### src/note_to_pitch_converter_unit_macros.svh
// assertion macros for the note to pitch converter
// no dependencies; included by the top level only
`ifndef NOTE_TO_PITCH_CONVERTER_UNIT_MACROS_SVH
`define NOTE_TO_PITCH_CONVERTER_UNIT_MACROS_SVH

// same-cycle implication under synchronous active-low reset
`define NPC_ASSERT_NOW(label, clk, rst_n, ante, cons, msg) \
  label: assert property (@(posedge clk) disable iff (!rst_n) (ante) |-> (cons)) \
    else $error(msg);

// invariant checked every cycle outside reset
`define NPC_ASSERT_ALWAYS(label, clk, rst_n, cond, msg) \
  label: assert property (@(posedge clk) disable iff (!rst_n) (cond)) else $error(msg);

`endif

### src/npc_pkg.sv
// shared types and constants for the note to pitch converter
// no dependencies
`default_nettype none

package npc_pkg;

  localparam int unsigned NoteW    = 7;
  localparam int unsigned PosW     = 14;
  localparam int unsigned OctW     = 4;
  localparam int unsigned ResidW   = 11;
  localparam int unsigned BaseW    = 16;
  localparam int unsigned StepsW   = 6;
  localparam int unsigned PartW    = 5;
  localparam int unsigned RatioW   = 14;
  localparam int unsigned AccW     = 29;
  localparam int unsigned PitchW   = 14;
  localparam int unsigned MaxOct   = 10;

  localparam logic [ResidW-1:0] OCTAVE_UNITS = 11'd1536;
  localparam logic [BaseW-1:0]  UNITY_BASE   = 16'h1000;
  localparam logic [RatioW-1:0] UNITY_RATIO  = 14'h1000;
  localparam logic [RatioW-1:0] STEP_RATIO   = 14'h103B;
  localparam logic [PitchW-1:0] PITCH_MAX    = 14'h3FFF;

  // classified work item passed from front to back
  typedef struct packed {
    logic [BaseW-1:0]  shifted;
    logic [StepsW-1:0] nsteps;
    logic [PartW-1:0]  part;
  } job_t;

  typedef struct packed {
    logic [1:0] count;
    logic       full;
    logic       empty;
  } q_stat_t;

  typedef struct packed {
    logic busy;
    logic load;
  } back_stat_t;

  // k octaves expressed in 1/128 semitone units
  function automatic logic [PosW-1:0] oct_span(input logic [OctW-1:0] k);
    logic [PosW-1:0] r;
    r = PosW'(k) * PosW'(OCTAVE_UNITS);
    return r;
  endfunction

endpackage

`default_nettype wire

### src/note_to_pitch_converter_unit.sv
// note to pitch converter: top level joining front end, queue and back end
// depends on npc_pkg, npc_front, npc_queue, npc_back and the macros header
//
// usage
//   input channel in_valid/in_ready carries a centre note and fine tune and a
//   target note and fine tune; each transfer yields exactly one pitch_value
//   on the out_valid/out_ready channel, 0x1000 meaning unity, max 0x3FFF
//   the front end classifies the note distance in the transfer cycle and
//   pushes it into a two-entry queue; in_ready is low only while it is full
//   the back end pops one job, runs one ratio multiply per cycle for
//   (remainder >> 5) steps (0 to 47), then forms the lo product, the hi
//   product and the interpolation in turn
//   the back end takes a new job only once the last result has been loaded
//   into the output register, so the rate is set by the ratio step loop
//   and the product and interpolation states of the back end
//   a stalled receiver holds the result in the output register; the back end
//   finishes the next job and waits, and the queue keeps taking input until
//   full
//   synchronous reset empties the queue, idles the back end, drops out_valid
`default_nettype none
`include "note_to_pitch_converter_unit_macros.svh"

module note_to_pitch_converter_unit (
  input  wire logic        clk,
  input  wire logic        rst_n,
  input  wire logic        in_valid,
  output logic             in_ready,
  input  wire logic [6:0]  in_center_note,
  input  wire logic [6:0]  in_center_fine,
  input  wire logic [6:0]  in_target_note,
  input  wire logic [6:0]  in_target_fine,
  output logic             out_valid,
  input  wire logic        out_ready,
  output logic [13:0]      out_pitch_value
);
  import npc_pkg::*;

  // front to queue
  logic       push_valid, push_ready;
  job_t       push_data;
  // queue to back
  logic       pop_valid, pop_ready;
  job_t       pop_data;
  q_stat_t    q_stat;
  back_stat_t b_stat;

  npc_front u_front (
    .in_valid       (in_valid),
    .in_ready       (in_ready),
    .in_center_note (in_center_note),
    .in_center_fine (in_center_fine),
    .in_target_note (in_target_note),
    .in_target_fine (in_target_fine),
    .push_valid     (push_valid),
    .push_ready     (push_ready),
    .push_data      (push_data)
  );

  npc_queue u_queue (
    .clk        (clk),
    .rst_n      (rst_n),
    .push_valid (push_valid),
    .push_ready (push_ready),
    .push_data  (push_data),
    .pop_valid  (pop_valid),
    .pop_ready  (pop_ready),
    .pop_data   (pop_data),
    .stat       (q_stat)
  );

  npc_back u_back (
    .clk             (clk),
    .rst_n           (rst_n),
    .pop_valid       (pop_valid),
    .pop_ready       (pop_ready),
    .pop_data        (pop_data),
    .out_valid       (out_valid),
    .out_ready       (out_ready),
    .out_pitch_value (out_pitch_value),
    .stat            (b_stat)
  );

  // queue occupancy never exceeds its two entries
  `NPC_ASSERT_ALWAYS(a_q_count, clk, rst_n, q_stat.count != 2'd3, "queue overflow")
  // back end only takes a job when one is queued
  `NPC_ASSERT_NOW(a_pop_nonempty, clk, rst_n, pop_ready && !b_stat.busy && pop_valid, !q_stat.empty, "pop from empty queue")
  // a new result appears only after the back end loaded it
  `NPC_ASSERT_NOW(a_out_from_load, clk, rst_n, $rose(out_valid), $past(b_stat.load), "result without load")

endmodule

`default_nettype wire

### src/npc_queue.sv
// two-entry queue carrying classified jobs from front to back
// depends on npc_pkg
`default_nettype none

module npc_queue (
  input  wire logic          clk,
  input  wire logic          rst_n,
  input  wire logic          push_valid,
  output logic               push_ready,
  input  wire npc_pkg::job_t push_data,
  output logic               pop_valid,
  input  wire logic          pop_ready,
  output npc_pkg::job_t      pop_data,
  output npc_pkg::q_stat_t   stat
);
  import npc_pkg::*;

  job_t       mem_r [2];
  logic       wr_ptr_r, wr_ptr_nxt;
  logic       rd_ptr_r, rd_ptr_nxt;
  logic [1:0] count_r, count_nxt;
  logic       do_push, do_pop;

  assign push_ready = (count_r != 2'd2);
  assign pop_valid  = (count_r != 2'd0);
  assign pop_data   = mem_r[rd_ptr_r];
  assign do_push    = push_valid && push_ready;
  assign do_pop     = pop_valid && pop_ready;

  assign stat.count = count_r;
  assign stat.full  = !push_ready;
  assign stat.empty = !pop_valid;

  always_comb begin
    wr_ptr_nxt = do_push ? !wr_ptr_r : wr_ptr_r;
    rd_ptr_nxt = do_pop ? !rd_ptr_r : rd_ptr_r;
    count_nxt  = count_r;
    if (do_push && !do_pop) begin
      count_nxt = count_r + 2'd1;
    end else if (do_pop && !do_push) begin
      count_nxt = count_r - 2'd1;
    end
  end

  always_ff @(posedge clk) begin
    if (!rst_n) begin
      wr_ptr_r <= 1'b0;
      rd_ptr_r <= 1'b0;
      count_r  <= 2'd0;
    end else begin
      wr_ptr_r <= wr_ptr_nxt;
      rd_ptr_r <= rd_ptr_nxt;
      count_r  <= count_nxt;
    end
  end

  always_ff @(posedge clk) begin
    if (do_push) begin
      mem_r[wr_ptr_r] <= push_data;
    end
  end

endmodule

`default_nettype wire

### src/npc_front.sv
// front end: splits the note distance into octave base, ratio steps and fraction
// depends on npc_pkg
`default_nettype none

module npc_front (
  input  wire logic          in_valid,
  output logic               in_ready,
  input  wire logic [6:0]    in_center_note,
  input  wire logic [6:0]    in_center_fine,
  input  wire logic [6:0]    in_target_note,
  input  wire logic [6:0]    in_target_fine,
  output logic               push_valid,
  input  wire logic          push_ready,
  output npc_pkg::job_t      push_data
);
  import npc_pkg::*;

  logic [PosW-1:0]   c_pos, t_pos, mag;
  logic              upward;
  logic [OctW-1:0]   octs, octs_dn;
  logic [ResidW-1:0] resid, resid_dn;
  logic [PosW-1:0]   rem_full;

  assign in_ready   = push_ready;
  assign push_valid = in_valid;

  always_comb begin
    c_pos  = {in_center_note, in_center_fine};
    t_pos  = {in_target_note, in_target_fine};
    upward = (t_pos >= c_pos);
    mag    = upward ? (t_pos - c_pos) : (c_pos - t_pos);

    // octave count from independent threshold compares
    octs = '0;
    for (int k = 1; k <= MaxOct; k++) begin
      if (mag >= oct_span(OctW'(k))) begin
        octs = OctW'(k);
      end
    end
    rem_full = mag - oct_span(octs);
    resid    = rem_full[ResidW-1:0];

    // downward with a remainder borrows one octave
    octs_dn  = octs;
    resid_dn = resid;
    if (resid != '0) begin
      octs_dn  = octs + OctW'(1);
      resid_dn = OCTAVE_UNITS - resid;
    end

    if (upward) begin
      push_data.shifted = UNITY_BASE << octs;
      push_data.nsteps  = resid[ResidW-1:PartW];
      push_data.part    = resid[PartW-1:0];
    end else begin
      push_data.shifted = UNITY_BASE >> octs_dn;
      push_data.nsteps  = resid_dn[ResidW-1:PartW];
      push_data.part    = resid_dn[PartW-1:0];
    end
  end

endmodule

`default_nettype wire

### src/npc_back.sv
// back end: iterated ratio steps, interpolation, saturation and output register
// depends on npc_pkg
`default_nettype none

module npc_back (
  input  wire logic          clk,
  input  wire logic          rst_n,
  input  wire logic          pop_valid,
  output logic               pop_ready,
  input  wire npc_pkg::job_t pop_data,
  output logic               out_valid,
  input  wire logic          out_ready,
  output logic [13:0]        out_pitch_value,
  output npc_pkg::back_stat_t stat
);
  import npc_pkg::*;

  typedef enum logic [5:0] {
    ST_IDLE = 6'b000001,
    ST_STEP = 6'b000010,
    ST_MLO  = 6'b000100,
    ST_MHI  = 6'b001000,
    ST_MIX  = 6'b010000,
    ST_DONE = 6'b100000
  } state_t;

  state_t            state_r, state_nxt;
  logic [StepsW-1:0] cnt_r;
  logic [RatioW-1:0] m_prev_r, m_r;
  logic [BaseW-1:0]  shifted_r;
  logic [PartW-1:0]  part_r;
  logic [AccW-1:0]   lo_r, hi_r, sum_r;
  logic              out_valid_r, out_valid_nxt;
  logic [PitchW-1:0] out_pitch_r;

  logic [RatioW+RatioW-1:0] step_prod;
  logic [AccW-1:0]          diff;
  logic [AccW-1:0]          term;
  logic [AccW-12-1:0]       scaled;
  logic                     load;

  assign pop_ready       = (state_r == ST_IDLE);
  assign out_valid       = out_valid_r;
  assign out_pitch_value = out_pitch_r;
  assign load            = (state_r == ST_DONE) && (!out_valid_r || out_ready);
  assign stat.busy       = (state_r != ST_IDLE);
  assign stat.load       = load;

  assign step_prod = m_r * STEP_RATIO;
  assign diff      = hi_r - lo_r;
  assign term      = AccW'(diff[AccW-1:PartW] * part_r);
  assign scaled    = sum_r[AccW-1:12];

  always_comb begin
    state_nxt = state_r;
    unique case (state_r)
      ST_IDLE: if (pop_valid) state_nxt = ST_STEP;
      ST_STEP: if (cnt_r == '0) state_nxt = ST_MLO;
      ST_MLO:  state_nxt = ST_MHI;
      ST_MHI:  state_nxt = ST_MIX;
      ST_MIX:  state_nxt = ST_DONE;
      ST_DONE: if (load) state_nxt = ST_IDLE;
      default: state_nxt = ST_IDLE;
    endcase
  end

  always_comb begin
    out_valid_nxt = out_valid_r;
    if (load) begin
      out_valid_nxt = 1'b1;
    end else if (out_ready) begin
      out_valid_nxt = 1'b0;
    end
  end

  always_ff @(posedge clk) begin
    if (!rst_n) begin
      state_r     <= ST_IDLE;
      out_valid_r <= 1'b0;
    end else begin
      state_r     <= state_nxt;
      out_valid_r <= out_valid_nxt;
    end
  end

  always_ff @(posedge clk) begin
    case (state_r)
      ST_IDLE: begin
        shifted_r <= pop_data.shifted;
        cnt_r     <= pop_data.nsteps;
        part_r    <= pop_data.part;
        m_prev_r  <= UNITY_RATIO;
        m_r       <= STEP_RATIO;
      end
      ST_STEP: begin
        if (cnt_r != '0) begin
          m_prev_r <= m_r;
          m_r      <= step_prod[RatioW+12-1:12];
          cnt_r    <= cnt_r - StepsW'(1);
        end
      end
      ST_MLO:  lo_r  <= AccW'(shifted_r) * AccW'(m_prev_r);
      ST_MHI:  hi_r  <= AccW'(shifted_r) * AccW'(m_r);
      ST_MIX:  sum_r <= lo_r + term;
      default: ;
    endcase
    if (load) begin
      out_pitch_r <= (scaled > {3'b000, PITCH_MAX}) ? PITCH_MAX : scaled[PitchW-1:0];
    end
  end

endmodule

`default_nettype wire
### config.mk
export PLATFORM = sky130hd
export DESIGN_NAME = note_to_pitch_converter_unit
export DESIGN_NICKNAME = d
export VERILOG_FILES = /design/src/npc_pkg.sv /design/src/note_to_pitch_converter_unit.sv /design/src/npc_queue.sv /design/src/npc_front.sv /design/src/npc_back.sv
export VERILOG_INCLUDE_DIRS = /design/src /design/src/src
export SDC_FILE = /design/constraint.sdc
export NUM_CORES = 2
export LEC_CHECK = 0
export ABC_CLOCK_PERIOD_IN_PS = 10600
export BUFFER_PORTS_ARGS = -buffer_cell sky130_fd_sc_hd__buf_2
export CAP_MARGIN = 20
export CORE_MARGIN = 2
export CORE_UTILIZATION = 30
export CTS_BUF_LIST = sky130_fd_sc_hd__clkbuf_8
export DETAILED_ROUTE_END_ITERATION = 7
export PLACE_DENSITY = 0.54
export REMOVE_ABC_BUFFERS = 1
export SETUP_SLACK_MARGIN = 0.2
export SYNTH_ARGS = -nofsm -noshare
export SYNTH_HDL_FRONTEND = slang
export SYNTH_SLANG_ARGS = --single-unit
### constraint.sdc
create_clock -name clk -period 10.6 [get_ports clk]
set_input_delay 0.53 -clock clk [delete_from_list [all_inputs] [get_ports clk]]
set_output_delay 0.53 -clock clk [all_outputs]
set_load 0.01 [all_outputs]
Word level (Yosys, flattened, before mapping)
Memories as Yosys holds them, arrays and structs flattened. A register that Yosys moved wholly into a read port is not among the register bits.
Index checks and enable logic that the tools add are counted.
{ "word_totals": {"mem_bits_ro": 0, "n_memories": 1, "latch_bits": 0, "ff_bits": 167, "out_inout_bits": 16, "ramBits": 54} }
{ "memory_table": {"columns": ["name", "words", "width", "read_ports", "rd_clocked_by_memory_dff", "write_ports", "line_no", "source"], "rows": [
  ["u_queue.mem_r", 2, 27, 1, 1, 1, "npc_queue.sv:18", "job_t mem_r [2];"]
]} }
{ "classes": {"n_eq_ne": 11, "mux": 32, "reduce_logical": 20, "add_sub_neg": 10, "n_mul": 5, "div": 0, "shifts": 2, "bitwise": 0, "magnitude_cmp": 12} }
{ "op_table": {"columns": ["cell", "n"], "rows": [
  [">= comparator 14 bit, second input constant", 5],
  ["multiplier 16 x 14 -> 29 bit", 2],
  ["case mux 14 bit (2 select lines)", 2],
  [">= comparator 14 x 13 -> 1 bit, second input constant", 3],
  ["two-way mux 14 bit", 3],
  ["case mux 6 bit (6 select lines)", 1],
  ["adder 29 bit", 1],
  ["multiplier 24 x 5 -> 29 bit", 1],
  ["subtractor 29 bit", 1],
  ["subtractor 14 bit", 2],
  ["two-way mux 27 bit", 1],
  ["multiplier 14 x 13 -> 26 bit, second input constant", 1],
  ["two-way mux 6 bit", 4],
  ["greater-than comparator 17 x 14 -> 1 bit, second input constant", 1],
  ["two-way mux 4 bit", 4],
  ["<< shifter 13 x 4 -> 16 bit, first input constant", 1],
  ["right shift 13 x 4 -> 16 bit, first input constant", 1],
  [">= comparator 14 x 11 -> 1 bit, second input constant", 1],
  [">= comparator 14 x 12 -> 1 bit, second input constant", 1],
  [">= comparator 14 bit", 1],
  ["two-way mux 3 bit", 4],
  ["case mux 6 bit (2 select lines)", 1],
  ["two-way mux 11 bit", 1],
  ["nonzero test 11 bit", 1],
  ["25 further kinds", 48]
]} }

Logic depth before layout (Yosys ltp)
{ "logic_depth": {"word_depth": 19, "depth_mapped": 28, "ltp_nobuf": 28} }

Hierarchy
From an unflattened synthesis, not the netlist that was laid out.
{ "unflattened": {"hier_cells": 3246, "hier_area_um2": 31614.1} }
{ "by_module_without_submodules": {"columns": ["mod", "instances", "area_per_inst_um2", "cells_each"], "rows": [
  ["npc_back", 1, 27023.4, 2801],
  ["npc_front", 1, 2402.3, 335],
  ["npc_queue", 1, 2188.3, 110]
]} }

Least setup slack after synthesis
OpenSTA, ideal clock, no wires.
{ "synth_timing": {"kind": "flip-flop to flip-flop", "startpoint": "register u_back.m_r[2]", "endpoint": "register u_back.hi_r[27] (data pin)", "setup_ns": 0.262, "required_ns": 10.338, "arrival_ns": 6.245, "path_slack_ns": 4.092, "stages_incl_launch_ff": 25, "cell_sequence": "edfxtp_1 clkbuf_1 clkbuf_1 nand2_1 fa_1 inv_1 fa_1 fa_1 inv_1 fa_1 fa_1 inv_1 fa_1 ha_1 o21a_1 nor2_1 nor2b_1 nand2_1 o21ai_0 a21oi_1 a21oi_1 a41oi_1 a211oi_1 mux2i_1 nand3_1"} }
{ "synth_via": {"elab_chain_len": 1} }
{ "synth_lines": {"columns": ["element", "line_no", "source"], "rows": [
  ["start: declaration", "npc_back.sv:29", "logic [RatioW-1:0] m_prev_r, m_r;"],
  ["start signal: assignment", "npc_back.sv:98", "m_r <= step_prod[RatioW+12-1:12];"],
  ["multiplier 16 x 14 -> 29 bit", "npc_back.sv:103", "ST_MHI: hi_r <= AccW'(shifted_r) * AccW'(m_r);"],
  ["end signal: assignment", "npc_back.sv:103", null],
  ["end: declaration", "npc_back.sv:32", "logic [AccW-1:0] lo_r, hi_r, sum_r;"]
]} }
No other way between the ends.
A chain may end at the register's enable or synchronous reset.

Worst setup path after layout
Same ends and word-level chain as after synthesis.

==> flow_metrics.py <==
metrics = {
    "run_status": {
        "status": "finished, final reports clean",
    },
    "synth": {
        "synth_ff_type": "edfxtp_1",
        "synth-seq-cells": 210,
        "synthCells": 3237,
        "avgSynthCellArea_um2": 9.656,
        "syn-cell-area_mm2": 0.03126,
        "synthArstFlopShare_pct": 0,
        "synth_cell_type_count": 83,
        "synth.yosys.warnings": 0,
        "yosysSeqAreaShare_pct": 19.79,
        "synth-edff-count": 198,
    },
    "worst_setup_path": {
        "cp_max_fo": 22,
        "start_kind": "flop",
        "endpoint_kind": "flop",
        "critPathArrivalTime_ns": 7.66,
        "worstSetupPathType": "reg -> reg",
        "required_ns": 10.96,
    },
    "final_layout": {
        "syn_to_final_growth_pct": 8.254,
        "layout-drive-gt1-share_pct": 6.105,
        "ff_latch_area_mm2": 0.006186,
        "multi_input_area_mm2": 0.02229,
        "nNetsFinal": 4099,
        "stdcell_count": 4657,
        "design_area_mm2": 0.03384,
        "n_fill_cell": 10700,
    },
    "sta": {
        "timing.final.hold_violations": 0,
        "relSlewSlack_pct": 34.84,
        "fin_crit_ns": 7.297,
        "rsz0062_at_grt": "no",
        "fin_setup_tns_ns": 0,
        "fin_crit_sh_pct": 68.84,
        "fmax_mhz": 137.0,
        "fin_worst_skew_ns": 0.04357,
        "setup_violations": 0,
        "finalMaxSlewViolations": 0,
        "tightestPinTransition_ns": 0.9704,
    },
    "routing": {
        "antenna_left": 0,
        "finalWirelength_um": 70030,
        "drc": 0,
        "drt_pass1_iterations": 5,
        "viasPerCell": 4.614,
        "drt_iter0_markers": 1028,
        "route.detailed.wl_per_inst_um": 15.04,
        "route.vias.total": 21490,
    },
    "placement": {
        "place_area_mm2": 0.03306,
        "dp.cells": 4584,
        "gp_congestion": 0.8224,
        "port_buffers": 47,
        "dp_hpwl_um": 55140,
    },
    "cts": {
        "cts_buffers": 40,
        "cts_tree": "done",
        "cts.clk_slew.worst_paths_ns": 0.07,
        "cts_max_level": 2,
        "cts_hold_buf": 0,
        "cts_root_buf": "clkbuf_8",
        "clock_sinks": 210,
        "cts_resized": 0,
        "clk_latency_ns": 0.61,
        "max-clock-path-buffers": 3,
        "post-cts-setup-buffers": 0,
    },
    "floorplanning": {
        "die_w_um": 326.8,
        "initial_core_util_pct": 30.20,
        "die_h_um": 326.8,
        "dieArea_mm2": 0.1068,
        "boundaryPins": 48,
        "rows": 118,
        "coreArea_mm2": 0.1035,
    },
    "flow_run": {
        "drv_cap": 0,
    },
    "global_route": {
        "grt_pass1_vias": 22910,
        "grt_pass1_wl_um": 118400,
        "antenna_found_initial": 1,
        "grt.overflow.total": 0,
        "grt_max_degree": 35,
        "grt.total_usage_pct": 13.67,
    },
    "hold_path": {
        "hold_path_class": "in -> reg",
    },
}
-- worst max-delay path, stage by stage, from the launching register on --
cell and delay, ns:
edfxtp_1 0.96, nand2_1 0.18, fa_1 0.57, inv_1 0.05, fa_1 0.46, fa_1 0.52
inv_1 0.05, fa_1 0.48, fa_1 0.49, inv_1 0.05, fa_1 0.44, ha_1 0.32
o21a_1 0.12, nor2_1 0.04, nor2b_1 0.23, nand2_1 0.09, o21ai_0 0.44, a21oi_1 0.22
a21oi_1 0.35, a41oi_1 0.22, a211oi_1 0.42, mux2i_1 0.23, nand3_1 0.08
-- stage by stage --
step / util, % / hold WS (ns) / worst slack, ns
2_1_floorplan: - / 0.4773 / 4.108
3_3_place_gp: 31.94 / 0.4863 / 3.357
3_5_place_dp: 31.94 / 0.4906 / 3.338
4_1_cts: 32.69 / 0.1583 / 3.304
5_1_grt: 32.69 / 0.1959 / 2.714
6_report: 32.69 / 0.2051 / 3.303
-- layer usage --
| layer | part of all wire, % | routed length (um) | vias to the layer above | track usage (%) |
|---|---|---|---|---|
| met2 | 48 | 33580 | 310 | 23.44 |
| met5 | 0 | 0 | - | 0 |
| met4 | 3.1 | 2179 | 0 | 4.358 |
| li1 | - | - | 10300 | - |
| met3 | 3.3 | 2311 | 82 | 1.451 |
| met1 | 46 | 31950 | 10800 | 18.05 |
-- kinds of logic after synthesis --
group,synth area share (%)
AO/OA/AOI/OAI,7.037
XOR/XNOR,3.783
adder cells (fa/ha/maj),44.00
buffers and inverters,8.935
flip-flops,19.79
multiplexers,1.237
AND/OR/NAND/NOR,15.22
-- area by class of cell --
class / instances / area share (%)
antenna: 1 / 0.007396
clock buffer: 40 / 1.627
multi-input combinational: 2290 / 65.88
tap: 1380 / 5.103
inverter: 617 / 6.845
sequential: 210 / 18.28
timing repair buffer: 87 / 1.583
clock inverter: 32 / 0.6730
-- Yosys cell counts, types with 4 or more instances --
library cell | n | area [um2]
a211o_1 | 4 | 35.03
a211oi_1 | 13 | 97.59
a21boi_0 | 8 | 60.06
a21o_1 | 45 | 337.8
a21oi_1 | 110 | 550.5
a31o_2 | 6 | 52.55
a31oi_1 | 10 | 62.56
a41oi_1 | 6 | 52.55
and2_1 | 243 | 1520
and3_1 | 23 | 143.9
buf_1 | 4 | 15.01
buf_2 | 12 | 60.06
clkbuf_1 | 102 | 382.9
dfxtp_1 | 12 | 240.2
edfxtp_1 | 198 | 5946
fa_1 | 462 | 9249
ha_1 | 359 | 4492
inv_1 | 617 | 2316
mux2_2 | 21 | 236.5
mux2i_1 | 15 | 150.1
nand2_1 | 402 | 1509
nand2b_1 | 30 | 187.7
nand3_1 | 55 | 275.3
nand3b_1 | 9 | 67.56
nand4_1 | 12 | 75.07
nor2_1 | 86 | 322.8
nor2b_1 | 23 | 143.9
nor3_1 | 41 | 205.2
nor4_1 | 6 | 37.54
o211ai_1 | 11 | 82.58
o21a_1 | 10 | 75.07
o21ai_0 | 56 | 280.3
o21bai_1 | 9 | 67.56
o31ai_1 | 6 | 45.04
or2_2 | 7 | 43.79
or3_1 | 9 | 56.30
xnor2_1 | 90 | 788.3
xor2_1 | 45 | 394.1
-- cell usage in the layout, fill, tap and decap left out, types with 21 or more instances in the layout --
cell	synthesis	routed
nor2b_1	23	23
buf_4	1	40
a21o_1	45	45
and2_1	243	243
fa_1	462	462
o21ai_0	56	56
edfxtp_1	198	198
buf_2	12	47
ha_1	359	359
xnor2_1	90	90
nand2b_1	30	30
and3_1	23	23
mux2_2	21	21
nor3_1	41	40
a21oi_1	110	110
clkbuf_8	0	40
xor2_1	45	45
nand2_1	402	402
nor2_1	86	85
nand3_1	55	55
inv_1	617	627
-- flip-flops by register name (all words and copies together) (netlist names), named ones only --
name	flops
u_back.cnt_r	6
u_back.hi_r	29
u_back.lo_r	29
u_back.m_prev_r	14
u_back.m_r	14
u_back.out_pitch_value	14
u_back.out_valid	1
u_back.part_r	5
u_back.shifted_r	16
u_back.state_r	6
u_back.sum_r	17
u_queue.count_r	2
u_queue.mem_r	54
u_queue.rd_ptr_r	1
u_queue.wr_ptr_r	1
-- path summary, 6_finish.rpt --
check | startpoint | endpoint | slack [ns] | cells after the start
min | rst_n | u_back.state_r[0] | 0.21 | 2
max | u_back.m_r[2] | u_back.hi_r[27] | 3.30 | 22
min reg2reg | u_back.sum_r[24] | u_back.out_pitch_value[12] | 0.50 | 1
max reg2reg | u_back.m_r[2] | u_back.hi_r[27] | 3.30 | 22
Power is not shown: default switching activity piles up to over one toggle a cycle in this logic, so the estimate is an artifact.
